File: src/rtl/core/rgbblend_pkg.sv
`timescale 1ns / 1ps
// ----------------------------------------------------------------------------
// rgbblend_pkg
// Shared types, register indexes and helper functions of the RGB332 blender.
// ----------------------------------------------------------------------------
package rgbblend_pkg;

    localparam int CFG_INDEX_W = 3;
    localparam int CFG_DATA_W  = 24;

    typedef enum logic [1:0] {
        FMT_FILL   = 2'd0,
        FMT_RGB332 = 2'd1,
        FMT_ARGB   = 2'd2,
        FMT_NONE   = 2'd3
    } src_fmt_t;

    typedef enum logic [CFG_INDEX_W-1:0] {
        REG_SOURCE_FORMAT = 3'd0,
        REG_FILL_COLOR    = 3'd1,
        REG_OPACITY       = 3'd2,
        REG_MASK_ENABLE   = 3'd3,
        REG_NORMAL_MODE   = 3'd4,
        REG_FULL_LEVEL    = 3'd5
    } cfg_reg_t;

    // where the effective alpha comes from once the products are known
    typedef enum logic [1:0] {
        MIX_DIRECT = 2'd0,
        MIX_PROD8  = 2'd1,
        MIX_PROD16 = 2'd2
    } mix_src_t;

    typedef struct packed {
        src_fmt_t    source_format;
        logic [23:0] fill_color;
        logic [7:0]  opacity;
        logic        mask_enable;
        logic        normal_mode;
        logic [7:0]  full_opacity_level;
    } cfg_t;

    typedef struct packed {
        logic [7:0] dest;
        logic [7:0] src;
        logic [7:0] mix;
    } pix_t;

    localparam cfg_t CFG_RESET = '{
        source_format:      FMT_FILL,
        fill_color:         24'h000000,
        opacity:            8'd255,
        mask_enable:        1'b0,
        normal_mode:        1'b1,
        full_opacity_level: 8'd253
    };

    function automatic logic [7:0] pack332(input logic [23:0] rgb);
        return {rgb[23:21], rgb[15:13], rgb[7:6]};
    endfunction

    // bits taken from the source for each blend step
    function automatic logic [7:0] keep_src_mask(input logic [2:0] k);
        logic [7:0] m;
        unique case (k)
            3'd0: m = 8'b11111111;
            3'd1: m = 8'b11011011;
            3'd2: m = 8'b10110110;
            3'd3: m = 8'b10010010;
            3'd4: m = 8'b01101101;
            3'd5: m = 8'b01001001;
            3'd6: m = 8'b00100100;
            3'd7: m = 8'b00000000;
        endcase
        return m;
    endfunction

endpackage

File: src/rtl/core/rgb332_mask_select_blend_unit.sv
`timescale 1ns / 1ps
// ----------------------------------------------------------------------------
// rgb332_mask_select_blend_unit
// Per-pixel RGB332 blend of a fill, RGB332 or ARGB8888 source onto the
// destination, with global opacity and an optional coverage mask.
// ----------------------------------------------------------------------------
// usage
//   input channel in_valid/in_ready carries one pixel item: dest_pixel,
//   src_color, src_alpha and mask_value. output channel out_valid/out_ready
//   returns one result_pixel per item, in order.
//   configuration channel cfg_valid/cfg_ready writes register cfg_index with
//   cfg_data; cfg_ready is always high. write it only while no item is in
//   flight. unused indexes are ignored.
//   an accepted item passes three registered stages (decode/first product,
//   third factor/alpha select, mask select) before it shows on the outputs.
//   throughput: one item per cycle while out_ready is held high; the
//   multipliers on the path are one 8x8 in stage 1 and one 16x8 in stage 2.
//   reset clears all stage valid bits and loads the register defaults
//   (fill source, opacity 255, mask off, normal mode, full level 253).
//   when the receiver stalls, the three stages fill and hold their items;
//   in_ready drops only once every stage is occupied.
// ----------------------------------------------------------------------------
module rgb332_mask_select_blend_unit
    import rgbblend_pkg::*;
(
    input  logic                   clk,
    input  logic                   rst_n,
    input  logic                   cfg_valid,
    output logic                   cfg_ready,
    input  logic [CFG_INDEX_W-1:0] cfg_index,
    input  logic [CFG_DATA_W-1:0]  cfg_data,
    input  logic                   in_valid,
    output logic                   in_ready,
    input  logic [7:0]             dest_pixel,
    input  logic [23:0]            src_color,
    input  logic [7:0]             src_alpha,
    input  logic [7:0]             mask_value,
    output logic                   out_valid,
    input  logic                   out_ready,
    output logic [7:0]             result_pixel
);

    cfg_t cfg;
    logic alpha_valid;
    logic alpha_ready;
    pix_t alpha_pix;

    rgbblend_cfg u_cfg (
        .clk       (clk),
        .rst_n     (rst_n),
        .cfg_valid (cfg_valid),
        .cfg_ready (cfg_ready),
        .cfg_index (cfg_index),
        .cfg_data  (cfg_data),
        .cfg       (cfg)
    );

    rgbblend_alpha u_alpha (
        .clk        (clk),
        .rst_n      (rst_n),
        .cfg        (cfg),
        .in_valid   (in_valid),
        .in_ready   (in_ready),
        .dest_pixel (dest_pixel),
        .src_color  (src_color),
        .src_alpha  (src_alpha),
        .mask_value (mask_value),
        .out_valid  (alpha_valid),
        .out_ready  (alpha_ready),
        .out_pix    (alpha_pix)
    );

    rgbblend_mix u_mix (
        .clk          (clk),
        .rst_n        (rst_n),
        .in_valid     (alpha_valid),
        .in_ready     (alpha_ready),
        .in_pix       (alpha_pix),
        .out_valid    (out_valid),
        .out_ready    (out_ready),
        .result_pixel (result_pixel)
    );

endmodule

File: src/rtl/core/rgbblend_cfg.sv
`timescale 1ns / 1ps
// ----------------------------------------------------------------------------
// rgbblend_cfg
// Configuration register file, written through its own valid/ready channel.
// ----------------------------------------------------------------------------
module rgbblend_cfg
    import rgbblend_pkg::*;
(
    input  logic                   clk,
    input  logic                   rst_n,
    input  logic                   cfg_valid,
    output logic                   cfg_ready,
    input  logic [CFG_INDEX_W-1:0] cfg_index,
    input  logic [CFG_DATA_W-1:0]  cfg_data,
    output cfg_t                   cfg
);

    cfg_t cfg_reg;
    cfg_t cfg_next;

    assign cfg_ready = 1'b1;
    assign cfg       = cfg_reg;

    always_comb
    begin
        cfg_next = cfg_reg;
        if (cfg_valid)
        begin
            unique case (cfg_index)
                REG_SOURCE_FORMAT: cfg_next.source_format      = src_fmt_t'(cfg_data[1:0]);
                REG_FILL_COLOR:    cfg_next.fill_color         = cfg_data[23:0];
                REG_OPACITY:       cfg_next.opacity            = cfg_data[7:0];
                REG_MASK_ENABLE:   cfg_next.mask_enable        = cfg_data[0];
                REG_NORMAL_MODE:   cfg_next.normal_mode        = cfg_data[0];
                REG_FULL_LEVEL:    cfg_next.full_opacity_level = cfg_data[7:0];
                default:           cfg_next = cfg_reg;   // unused index
            endcase
        end
    end

    always_ff @(posedge clk or negedge rst_n)
    begin
        if (!rst_n)
        begin
            cfg_reg <= CFG_RESET;
        end
        else
        begin
            cfg_reg <= cfg_next;
        end
    end

endmodule

File: src/rtl/core/rgbblend_alpha.sv
`timescale 1ns / 1ps
// ----------------------------------------------------------------------------
// rgbblend_alpha
// Two pipeline stages: source decode with the first 8x8 product, then the
// optional third factor and the choice of the effective alpha.
// ----------------------------------------------------------------------------
module rgbblend_alpha
    import rgbblend_pkg::*;
(
    input  logic        clk,
    input  logic        rst_n,
    input  cfg_t        cfg,
    input  logic        in_valid,
    output logic        in_ready,
    input  logic [7:0]  dest_pixel,
    input  logic [23:0] src_color,
    input  logic [7:0]  src_alpha,
    input  logic [7:0]  mask_value,
    output logic        out_valid,
    input  logic        out_ready,
    output pix_t        out_pix
);

    // stage 1 decode
    logic        full_rule;
    logic [7:0]  mul_a;
    logic [7:0]  mul_b;
    logic [7:0]  direct_val;
    logic [7:0]  src_val;
    mix_src_t    sel_val;

    logic        s1_valid_reg;
    logic        s1_ready;
    logic [7:0]  s1_dest_reg;
    logic [7:0]  s1_src_reg;
    logic [7:0]  s1_direct_reg;
    logic [15:0] s1_prod_reg;
    logic [7:0]  s1_mask_reg;
    mix_src_t    s1_sel_reg;

    logic [23:0] prod3;
    logic [7:0]  mix_next;

    logic        s2_valid_reg;
    logic        s2_ready;
    logic [7:0]  s2_dest_reg;
    logic [7:0]  s2_src_reg;
    logic [7:0]  s2_mix_reg;

    always_comb
    begin
        mul_a      = 8'd0;
        mul_b      = 8'd0;
        direct_val = 8'd0;
        sel_val    = MIX_DIRECT;
        src_val    = dest_pixel;
        // solid fill keeps the full-opacity shortcut in every mode
        full_rule  = (cfg.opacity >= cfg.full_opacity_level) &&
                     (cfg.source_format == FMT_FILL || cfg.normal_mode);
        unique case (cfg.source_format)
            FMT_FILL, FMT_RGB332:
            begin
                src_val = (cfg.source_format == FMT_FILL) ? pack332(cfg.fill_color)
                                                          : src_color[7:0];
                if (full_rule)
                begin
                    direct_val = cfg.mask_enable ? mask_value : 8'hFF;
                end
                else if (cfg.mask_enable)
                begin
                    mul_a   = mask_value;
                    mul_b   = cfg.opacity;
                    sel_val = MIX_PROD8;
                end
                else
                begin
                    direct_val = cfg.opacity;
                end
            end
            FMT_ARGB:
            begin
                src_val = pack332(src_color);
                mul_a   = src_alpha;
                if (full_rule)
                begin
                    mul_b      = mask_value;
                    direct_val = src_alpha;
                    sel_val    = cfg.mask_enable ? MIX_PROD8 : MIX_DIRECT;
                end
                else
                begin
                    mul_b   = cfg.opacity;
                    sel_val = cfg.mask_enable ? MIX_PROD16 : MIX_PROD8;
                end
            end
            FMT_NONE:
            begin
                // zero alpha keeps the destination
                direct_val = 8'd0;
            end
        endcase
    end

    assign s2_ready = !s2_valid_reg || out_ready;
    assign s1_ready = !s1_valid_reg || s2_ready;
    assign in_ready = s1_ready;

    always_ff @(posedge clk or negedge rst_n)
    begin
        if (!rst_n)
        begin
            s1_valid_reg <= 1'b0;
        end
        else if (s1_ready)
        begin
            s1_valid_reg <= in_valid;
        end
    end

    always_ff @(posedge clk)
    begin
        if (s1_ready && in_valid)
        begin
            s1_dest_reg   <= dest_pixel;
            s1_src_reg    <= src_val;
            s1_direct_reg <= direct_val;
            s1_prod_reg   <= mul_a * mul_b;
            s1_mask_reg   <= mask_value;
            s1_sel_reg    <= sel_val;
        end
    end

    assign prod3 = s1_prod_reg * s1_mask_reg;

    always_comb
    begin
        unique case (s1_sel_reg)
            MIX_DIRECT: mix_next = s1_direct_reg;
            MIX_PROD8:  mix_next = s1_prod_reg[15:8];
            MIX_PROD16: mix_next = prod3[23:16];
            default:    mix_next = s1_direct_reg;
        endcase
    end

    always_ff @(posedge clk or negedge rst_n)
    begin
        if (!rst_n)
        begin
            s2_valid_reg <= 1'b0;
        end
        else if (s2_ready)
        begin
            s2_valid_reg <= s1_valid_reg;
        end
    end

    always_ff @(posedge clk)
    begin
        if (s2_ready && s1_valid_reg)
        begin
            s2_dest_reg <= s1_dest_reg;
            s2_src_reg  <= s1_src_reg;
            s2_mix_reg  <= mix_next;
        end
    end

    assign out_valid    = s2_valid_reg;
    assign out_pix.dest = s2_dest_reg;
    assign out_pix.src  = s2_src_reg;
    assign out_pix.mix  = s2_mix_reg;

    a_s2_hold: assert property (@(posedge clk) disable iff (!rst_n)
        s2_valid_reg && !out_ready |=> s2_valid_reg && $stable(s2_mix_reg)
                                       && $stable(s2_dest_reg))
        else $error("stage 2 item changed while stalled");

    a_direct_pass: assert property (@(posedge clk) disable iff (!rst_n)
        s1_valid_reg && s2_ready && s1_sel_reg == MIX_DIRECT
        |=> s2_mix_reg == $past(s1_direct_reg))
        else $error("direct alpha not carried to stage 2");

    a_s1_hold: assert property (@(posedge clk) disable iff (!rst_n)
        s1_valid_reg && !s2_ready |=> s1_valid_reg && $stable(s1_prod_reg)
                                      && $stable(s1_sel_reg))
        else $error("stage 1 item changed while stalled");

endmodule

File: src/rtl/core/rgbblend_mix.sv
`timescale 1ns / 1ps
// ----------------------------------------------------------------------------
// rgbblend_mix
// Output stage: alpha to blend step, bit-mask select between source and
// destination, result register.
// ----------------------------------------------------------------------------
module rgbblend_mix
    import rgbblend_pkg::*;
(
    input  logic       clk,
    input  logic       rst_n,
    input  logic       in_valid,
    output logic       in_ready,
    input  pix_t       in_pix,
    output logic       out_valid,
    input  logic       out_ready,
    output logic [7:0] result_pixel
);

    logic [2:0] step;
    logic [7:0] keep;
    logic [7:0] result_next;
    logic       valid_reg;
    logic [7:0] result_reg;

    // 255 - mix on eight bits is the complement
    assign step        = ~in_pix.mix[7:5];
    assign keep        = keep_src_mask(step);
    assign result_next = (in_pix.src & keep) | (in_pix.dest & ~keep);

    assign in_ready = !valid_reg || out_ready;

    always_ff @(posedge clk or negedge rst_n)
    begin
        if (!rst_n)
        begin
            valid_reg <= 1'b0;
        end
        else if (in_ready)
        begin
            valid_reg <= in_valid;
        end
    end

    always_ff @(posedge clk)
    begin
        if (in_ready && in_valid)
        begin
            result_reg <= result_next;
        end
    end

    assign out_valid    = valid_reg;
    assign result_pixel = result_reg;

    a_low_alpha_keeps_dest: assert property (@(posedge clk) disable iff (!rst_n)
        in_valid && in_ready && in_pix.mix[7:5] == 3'b000
        |=> result_reg == $past(in_pix.dest))
        else $error("low alpha did not keep destination");

    a_high_alpha_takes_src: assert property (@(posedge clk) disable iff (!rst_n)
        in_valid && in_ready && in_pix.mix[7:5] == 3'b111
        |=> result_reg == $past(in_pix.src))
        else $error("high alpha did not take source");

    a_bits_from_inputs: assert property (@(posedge clk) disable iff (!rst_n)
        in_valid && in_ready
        |=> ((result_reg ^ $past(in_pix.src)) & (result_reg ^ $past(in_pix.dest)))
            == 8'd0)
        else $error("result bit from neither source nor destination");

endmodule

File: config.mk
export PLATFORM = sky130hd
export DESIGN_NAME = rgb332_mask_select_blend_unit
export DESIGN_NICKNAME = d
export VERILOG_FILES = /design/src/rtl/core/rgbblend_pkg.sv /design/src/rtl/core/rgb332_mask_select_blend_unit.sv /design/src/rtl/core/rgbblend_cfg.sv /design/src/rtl/core/rgbblend_alpha.sv /design/src/rtl/core/rgbblend_mix.sv
export SDC_FILE = /design/constraint.sdc
export NUM_CORES = 1
export LEC_CHECK = 0
export ABC_AREA = 0
export BUFFER_PORTS_ARGS = -buffer_cell sky130_fd_sc_hd__clkbuf_2
export CORE_ASPECT_RATIO = 1.4
export CORE_MARGIN = 3
export CORE_UTILIZATION = 35
export CTS_CLUSTER_DIAMETER = 50
export CTS_CLUSTER_SIZE = 25
export DETAILED_ROUTE_END_ITERATION = 10
export PLACE_DENSITY = 0.58
export SLEW_MARGIN = 20
export SYNTH_ARGS = -nofsm -noshare
export SYNTH_HDL_FRONTEND = slang
export SYNTH_SLANG_ARGS = --single-unit
export TNS_END_PERCENT = 20
File: constraint.sdc
create_clock -name clk -period 18.8 [get_ports clk]
set_input_delay 2.82 -clock clk [delete_from_list [all_inputs] [get_ports clk]]
set_output_delay 2.82 -clock clk [all_outputs]
set_load 0.03 [all_outputs]
==> results of run 1 <==
cells in the final DEF, fill, tap and decap left out, types with 8 or more instances in the layout:
master	synthesis	layout
inv_1	149	149
fa_1	119	119
nand2_1	92	92
ha_1	88	88
edfxtp_1	72	72
clkbuf_2	0	69
nor2_1	61	61
and2_1	58	57
mux2_2	35	35
dfstp_2	16	16
a21oi_1	15	15
xnor2_1	15	15
dfrtp_1	15	15
nand3_1	10	10
or2_1	9	9
o21ai_0	9	9
clkbuf_16	0	9
nand2b_1	8	8
mux4_2	8	8
layer usage:
| metal | track usage, % | up-vias |
|---|---|---|
| met1 | 16.0 | 3231 |
| met5 | 0 | - |
| met2 | 25.9 | 108 |
| met3 | 2.17 | 29 |
| li1 | - | 3072 |
| met4 | 5.20 | 0 |
final cells by class:
cell class,count,area share [%]
clock inverter,7,0.727
tap,370,4.27
clock buffer,9,2.08
sequential,103,27.3
multi-input combinational,620,57.1
timing repair buffer,71,3.32
inverter,149,5.16
metrics by stage:
stage          setup WS (ns)  util, %  instances  area [sq um]
2_1_floorplan          11.67        -        896          9840
3_3_place_gp           10.98     38.1       1313         10500
3_5_place_dp           10.96     38.1       1313         10500
4_1_cts                11.33     39.2       1329         10800
5_1_grt                11.11     39.2       1329         10800
6_report               11.35     39.2       1329         10800
cell families after synthesis:
| logic type | Yosys count | synth area share (%) |
|---|---|---|
| multiplexers | 44 | 5.94 |
| XOR/XNOR | 15 | 1.34 |
| flip-flops | 103 | 30.1 |
| AND/OR/NAND/NOR | 267 | 13.2 |
| buffers and inverters | 173 | 7.04 |
| adder cells (fa/ha/maj) | 207 | 35.4 |
| AO/OA/AOI/OAI | 86 | 7.02 |
| other | 1 | 0.0381 |
worst max-delay path: stages:
cell and delay (ns):
clkbuf_2 0.13, a32oi_1 0.65, nor2_1 0.16, fa_1 0.57
inv_1 0.05, fa_1 0.53, inv_1 0.05, fa_1 0.47
inv_1 0.05, fa_1 0.47, inv_1 0.04, ha_1 0.32
o21a_1 0.12, o31a_1 0.14, o211ai_2 0.20, a21oi_1 0.11
a2111oi_2 0.40, a21oi_1 0.15, xnor2_1 0.15
power by group through the flow:
stage / logic [W] / registers (W) / clock network [W]
3_3_place_gp: 0.000854 / 0.000360 / 0
5_1_grt: 0.00101 / 0.000363 / 0.000206
6_report: 0.000856 / 0.000355 / 0.000191
4_1_cts: 0.000881 / 0.000356 / 0.000196
2_1_floorplan: 0.000694 / 0.000336 / 0
3_5_place_dp: 0.000873 / 0.000360 / 0
final timing paths:
| path | cells past startpoint | startpoint | to |
|---|---|---|---|
| worst max-delay path | 19 | mask_value[2] | u_alpha.s1_prod_reg[15] |
| worst min-delay path | 0 | u_alpha.s1_dest_reg[0] | u_alpha.s2_dest_reg[0] |
| worst max register to register | 25 | u_cfg.cfg[10] | u_alpha.s1_prod_reg[15] |
| worst min register to register | 0 | u_alpha.s1_dest_reg[0] | u_alpha.s2_dest_reg[0] |
| max in group asynchronous | 1 | rst_n | u_cfg.cfg[1] |
| min in group asynchronous | 1 | rst_n | u_mix.out_valid |
==> results.toml, run 1 <==
[clock_network]
cts_buffers = 9
cts_root_buf = "clkbuf_16"
clk_path_buf_depth = 2
cts-htree-levels = 3
cts_tree = "done"
cts_resized = 0
ctsHoldBuffers = 0
cts_setup_buffers = 0
clk_pin_slew_ns = 0.07
clock_latency_ns = 0.36
clkSinkCount = 103

[synthesis]
yosysSeqAreaShare_pct = 30.1
synth.area.top_cells = "fa_1 (24%), edfxtp_1 (22%), ha_1 (11%), inv_1 (5.7%), dfstp_2 (4.3%)"
syn_avg_cell_area_sq_um = 11.0
synthArstFlopShare_pct = 30.1
synth_seq_cells = 103
yosysTopAreaCell = "fa_1"
syn_nets = 1183
netlist_instances = 896
synth_common_cells = "inv_1 (149), fa_1 (119), nand2_1 (92), ha_1 (88), edfxtp_1 (72)"
yosysWarningCount = 0
synth_top_cell_area_share_pct = 24.2
synth_most_common_cell = "inv_1"
synthFlopType = "edfxtp_1"
ys_types = 60
synth.cell_area_sq_um = 9840
synth_edf_count = 72

[run_status]
outcome = "complete, no violations"

[pwr]
pwr-share-clk_pct = 13.6
p_leak_nw = 4.97
p_sw_share_pct = 43.2
p_comb_share_pct = 61.0
power.switching_w = 0.000605
power_frac_seq_pct = 25.4
ir_drop_v = 0.0000577
powerDensity_nw_per_um2 = 129
p_total_w = 0.00140
p_int_w = 0.000796

[final_layout]
fillerInstances = 2742
seqCellArea_sq_um = 2960
syn_to_final_growth_pct = 10.1
fin_nets = 1241
drive_gt1_share_pct = 17.3
diodes = 0
multi_input_area_sq_um = 6190
largest_reg_flops = 28

[setup_path]
critPathCaptureType = "flop"
cp-start-kind = "primary input"
path_class = "in -> reg"
arrival_ns = 7.56
crit_fanout = 7
regToRegSetupSlack_ns = 11.87
crit_required_ns = 18.91

[timing]
worst_hold_slack_ns = 0.421
slew_violations = 0
min_period_over_period_pct = 39.6
fmax_ghz = 0.134
rsz0062_at_grt = "no"
setup_viol = 0
skew_ns = 0.0106
slew_headroom_pct = 30.8
max_slew.worst_pin.slew_ns = 1.04
fin_crit_ns = 7.45
hold_viol = 0
tns_ns = 0

[grt]
antenna_found_initial = 0
grt_max_degree = 46
grt_overflow = 0
grt_pass1_vias = 7002
grt_usage_pct = 13.9
grt_pass1_wl_mm = 33.9

[floorplan]
die_x_um = 148
io_pins = 91
die-area_sq_um = 30200
fp-row-count = 72
placeableCoreArea_sq_um = 27700
start_util_pct = 35.6
die_h_um = 204

[routing]
drt-pass1-iter-count = 4
ant_nets = 0
met1_length_mm = 7.87
wl_per_cell_um = 14.7
wl_met2_mm = 10.5
drtIter0Drc = 279
vias_per_cell = 4.85
wl_met3_um = 597
route.detailed.drc = 0
drt_wl_total_mm = 19.5
dr_total_vias = 6440
topRoutingLayerUsed = "met4"

[placement]
dp_hpwl_mm = 16.0
numPortBuffers = 69
finalWeightedCongestion = 0.805

[flow_run]
drv_cap = 0

[min_path]
worstHoldPathType = "reg -> reg"
(Power assumes the default switching activity.)
==> run 2, diff against run 1 <==
- ABC_AREA: 0 -> 1
- clock period: 18.8 -> 7 ns (I/O delays scaled with it)
==> run 2 against run 1 <==
- sequential share of layout area decreased by 1.6 points
- final area increased by 6.3%
- core utilization decreased by 0.071 points
- worst hold slack improved by 0.0014 ns
- die area increased by 7.2%
- highest routed layer unchanged
==> results.toml, run 2 <==
[run_status]
outcome = "complete, no violations"

[final_layout]
most-common-layout-cells = "nand2_1 (359), inv_1 (316), fa_1 (119), ha_1 (88), edfxtp_1 (72)"
layout.cells.non_filler = 1668
drive_gt1_share_pct = 11.2
fin_nets = 1570
largest_reg_flops = 28
final_common_cell = "nand2_1"
syn_to_final_growth_pct = 8.95
fin_util_pct = 39.1
diodes = 0

[setup_path]
arrival_ns = 5.87
crit_fanout = 28
cp-start-kind = "flop"
crit_required_ns = 7.10
path_class = "reg -> reg"
critPathCaptureType = "flop"

[pwr]
p_total_w = 0.00366
p_leak_nw = 6.60
powerDensity_nw_per_um2 = 318
ir_drop_v = 0.000171

[synthesis]
synth.cell_area_sq_um = 10600
synth_top_cell_area_share_pct = 22.5
synth_edf_count = 72
syn_nets = 1531
yosysWarningCount = 0
synth_seq_cells = 103
synth.area.top_cells = "fa_1 (23%), edfxtp_1 (20%), nand2_1 (13%), inv_1 (11%), ha_1 (10%)"
syn_avg_cell_area_sq_um = 8.50
netlist_instances = 1244
synth_most_common_cell = "nand2_1"
synth_common_cells = "nand2_1 (359), inv_1 (317), fa_1 (119), ha_1 (88), edfxtp_1 (72)"
yosysTopAreaCell = "fa_1"
ys_types = 39
synthArstFlopShare_pct = 30.1
yosysSeqAreaShare_pct = 28.0
synthFlopType = "edfxtp_1"

[clock_network]
clock_latency_ns = 0.35
cts_resized = 0
clk_pin_slew_ns = 0.08
cts_buffers = 9
cts_setup_buffers = 0
cts_root_buf = "clkbuf_16"
cts_tree = "done"
cts-htree-levels = 3
ctsHoldBuffers = 0
clkSinkCount = 103
clk_path_buf_depth = 2

[timing]
min_period_over_period_pct = 82.4
tns_ns = 0
max_slew.worst_pin.slew_ns = 0.892
rsz0062_at_grt = "no"
hold_viol = 0
setup_viol = 0
skew_ns = 0.0147
fin_crit_ns = 5.77
postLayoutSetupSlackWorst_ns = 1.23
fmax_ghz = 0.173
slew_headroom_pct = 40.5
slew_violations = 0

[placement]
dp_cells = 1652
finalWeightedCongestion = 0.833
dp_hpwl_mm = 18.3
post-place-ws_ns = 1.24
numPortBuffers = 69

[routing]
route.detailed.drc = 0
drtIter0Drc = 224
wl_per_cell_um = 13.2
ant_nets = 0
vias_per_cell = 4.56
dr_total_vias = 7600
drt-pass1-iter-count = 5
drt_wl_total_mm = 22.0

[flow_run]
drv_cap = 0

[min_path]
worstHoldPathType = "reg -> reg"

[grt]
grt_overflow = 0
grt_pass1_wl_mm = 38.0
grt_pass1_vias = 8162
antenna_found_initial = 0
grt_usage_pct = 14.2
grt_max_degree = 32

[floorplan]
placeableCoreArea_sq_um = 29400
fp-row-count = 74
die-area_sq_um = 32400
start_util_pct = 35.9
die_h_um = 212
io_pins = 91
die_x_um = 153
-- run 2: cell types whose count changed in the layout (fill, tap and decap cells not counted), sizes merged, moves of 21 or more --
| cell | delta |
|---|---|
| a21oi | +21 |
| and2 | -58 |
| inv | +169 |
| mux2 | -21 |
| nand2 | +278 |
| nand3 | +32 |
| nor2 | -28 |
| o21ai | +25 |
-- run 2: power breakdown --
| group | internal, W | switching (W) |
|---|---|---|
| Combinational | 0.000863 | 0.00133 |
| Clock | 0.000256 | 0.000251 |
| Sequential | 0.000823 | 0.000137 |
| Total | 0.00194 | 0.00172 |
-- run 2: layout make-up --
| type | count | area [sq um] |
|---|---|---|
| timing repair buffer | 70 | 353 |
| fill | 3062 | 17900 |
| clock buffer | 9 | 225 |
| clock inverter | 7 | 85.1 |
| tap | 380 | 475 |
| inverter | 319 | 1200 |
| sequential | 103 | 2960 |
| multi-input combinational | 780 | 6220 |
-- run 2: kinds of logic after synthesis --
group                      share of synthesized area (%)
adders and majority gates                           33.0
AOI/OAI and AO/OA                                   4.47
xor gates and xnor gates                            1.08
muxes                                               2.06
DFF                                                 28.0
and+or+nand+nor                                     18.3
other                                             0.0355
buffers and inverters                               13.1
-- run 2: critical path, stage by stage (launching register included) --
cell,delay [ns]
dfstp_2,0.53
inv_1,0.04
ha_1,0.28
nand2_1,0.07
nor2_1,0.15
nand4_1,0.12
nand3_2,0.11
nand2_4,0.21
nand3_1,0.14
nand2_1,0.22
nand2_1,0.14
inv_1,0.06
fa_1,0.53
inv_1,0.05
fa_1,0.54
inv_1,0.06
fa_1,0.48
inv_1,0.05
fa_1,0.47
inv_1,0.04
ha_1,0.34
nand2_1,0.08
inv_1,0.07
a21oi_1,0.09
o21ai_0,0.37
a21oi_1,0.14
xnor2_1,0.14
-- run 2: layer usage --
layer / track usage (%) / share of wire (%)
met1: 16.2 / 39
met2: 28.4 / 57
met3: 0.859 / 1.8
met4: 4.27 / 1.8
met5: 0 / 0
-- run 2: stage by stage --
| stage | cell area (sq um) | hold slack [ns] |
|---|---|---|
| after floorplan | 10600 | 0.400 |
| after global placement | 11200 | 0.403 |
| after detailed placement | 11200 | 0.405 |
| after CTS | 11500 | 0.421 |
| after global routing | 11500 | 0.426 |
| final | 11500 | 0.422 |
-- run 2: final timing paths --
check	endpoint	cells past startpoint	slack, ns	start
setup / recovery	u_alpha.s1_prod_reg[13]	26	1.23	u_cfg.cfg[7]
min in group asynchronous	u_cfg.cfg[33]	1	0.76	rst_n
max in group asynchronous	u_cfg.cfg[42]	1	5.76	rst_n
hold / removal	u_alpha.s2_dest_reg[3]	0	0.42	u_alpha.s1_dest_reg[3]
hold reg to reg	u_alpha.s2_dest_reg[3]	0	0.42	u_alpha.s1_dest_reg[3]
setup reg to reg	u_alpha.s1_prod_reg[13]	26	1.23	u_cfg.cfg[7]
==> run 3, diff against run 2 <==
- clock period: 7 -> 6.05 ns (I/O delays scaled with it)
==> run 3 against run 2 <==
- power increased by 17%
- die area unchanged
- via count increased by 1.5%
- register-to-register slack lost 0.85 ns
- first-iteration DRC count grew 17%
- clock skew shrank 0.0048 ns
- largest cell class unchanged
- routed wire length grew 2.0%
- sequential share of layout area shrank 0.10 points
- global-route usage rose by 0.40 points
- critical path type unchanged
- core utilization up 0.16 points
==> results.toml, run 3 (synthesized netlist as in run 2, its figures left out) <==
[run_status]
outcome = "complete, no violations"

[pwr]
p_leak_nw = 6.63
powerDensity_nw_per_um2 = 370
ir_drop_v = 0.000373

[clock_network]
cts_resized = 0
clk_path_buf_depth = 2
cts-htree-levels = 3
cts_setup_buffers = 0
cts_root_buf = "clkbuf_16"
clk_pin_slew_ns = 0.08
ctsHoldBuffers = 0
cts_buffers = 9
cts_tree = "done"
clkSinkCount = 103
clock_latency_ns = 0.35

[grt]
grt_pass1_wl_mm = 39.1
grt_max_degree = 46
grt_pass1_vias = 8360
antenna_found_initial = 0
grt_overflow = 0
grt_usage_pct = 14.6

[flow_run]
drv_cap = 0

[routing]
vias_per_cell = 4.61
ant_nets = 0
wl_per_cell_um = 13.4
drtIter0Drc = 262
drt_wl_total_mm = 22.4
drt-pass1-iter-count = 4
dr_total_vias = 7712
route.detailed.drc = 0

[floorplan]
io_pins = 91
fp-row-count = 74
placeableCoreArea_sq_um = 29400
die_x_um = 153
start_util_pct = 35.9
die_h_um = 212
die-area_sq_um = 32400

[timing]
postLayoutSetupSlackWorst_ns = 0.386
skew_ns = 0.00996
slew_violations = 0
min_period_over_period_pct = 93.6
hold_viol = 0
setup_viol = 0
max_slew.worst_pin.slew_ns = 0.897
fmax_ghz = 0.177
rsz0062_at_grt = "no"
fin_crit_ns = 5.66
slew_headroom_pct = 40.2
tns_ns = 0

[setup_path]
critPathSlowestCell = "dfstp_2"
crit_path_frequent_cell = "inv_1"
crit_required_ns = 6.15
cp-start-kind = "flop"
arrival_ns = 5.77
critPathCaptureType = "flop"
crit_fanout = 28
cp_slowest_stage_delay_ns = 0.54
path_class = "reg -> reg"

[final_layout]
drive_gt1_share_pct = 11.5
most-common-layout-cells = "nand2_1 (359), inv_1 (316), fa_1 (119), ha_1 (88), edfxtp_1 (72)"
syn_to_final_growth_pct = 9.39
final_common_cell = "nand2_1"
fillerInstances = 3014
largest_reg_flops = 28
fin_nets = 1574
diodes = 0

[placement]
numPortBuffers = 69
dp_hpwl_mm = 18.5
finalWeightedCongestion = 0.826
post-place-ws_ns = 0.385

[min_path]
worstHoldPathType = "reg -> reg"
[run 3: changes by cell type in the layout (fill, tap and decap cells not counted), sizes merged]
cell	previous run	this run
clkinvlp	1	0
inv	320	323
buf	1	5
clkinv	5	3
[run 3: power breakdown]
| group | total [W] | switching, W | internal [W] |
|---|---|---|---|
| registers | 0.00111 | 0.000155 | 0.000952 |
| clock network | 0.000622 | 0.000314 | 0.000308 |
| logic | 0.00255 | 0.00155 | 0.00101 |
[run 3: final cells by class]
cell class / instances / area [sq um] / share of cell area (%)
multi-input combinational: 780 / 6220 / 53.8
sequential: 103 / 2960 / 25.6
inverter: 319 / 1200 / 10.4
tap: 380 / 475 / 4.11
timing repair buffer: 74 / 383 / 3.31
clock buffer: 9 / 225 / 1.95
clock inverter: 7 / 101 / 0.876
[run 3: final timing paths]
kind | startpoint | endpoint | slack [ns] | cells past startpoint
worst max-delay path | u_cfg.cfg[7] | u_alpha.s1_prod_reg[12] | 0.39 | 26
worst min-delay path | u_alpha.s1_dest_reg[3] | u_alpha.s2_dest_reg[3] | 0.42 | 0
worst max register to register | u_cfg.cfg[7] | u_alpha.s1_prod_reg[12] | 0.39 | 26
worst min register to register | u_alpha.s1_dest_reg[3] | u_alpha.s2_dest_reg[3] | 0.42 | 0
max in group asynchronous | rst_n | u_cfg.cfg[43] | 4.96 | 1
min in group asynchronous | rst_n | u_cfg.cfg[33] | 0.61 | 1
[run 3: worst max-delay path: cells and delay by family, from the launching register on]
kind | cells | cell delay, ns
buf+inv | 6 | 0.29
simple gates | 10 | 1.32
compound gates | 3 | 0.56
flops | 1 | 0.54
fa+ha+maj | 6 | 2.55
xor+xnor | 1 | 0.14
[run 3: metal layers]
layer / up-vias / wire [um] / track usage, %
met3: 42 / 390 / 0.982
met4: 0 / 542 / 4.95
li1: 3809 / - / -
met5: - / 0 / 0
met1: 3757 / 8770 / 16.2
met2: 104 / 12700 / 29.4
[run 3: stage by stage]
stage	std cells	cell area, sq um	utilization [%]	hold slack (ns)	total power [W]
6_report	1672	11600	39.3	0.421	0.00428
5_1_grt	1672	11600	39.3	0.422	0.00482
4_1_cts	1672	11600	39.3	0.417	0.00438
3_5_place_dp	1656	11200	38.2	0.405	0.00373
3_3_place_gp	1656	11200	38.2	0.403	0.00368
2_1_floorplan	1244	10600	-	0.400	0.00311
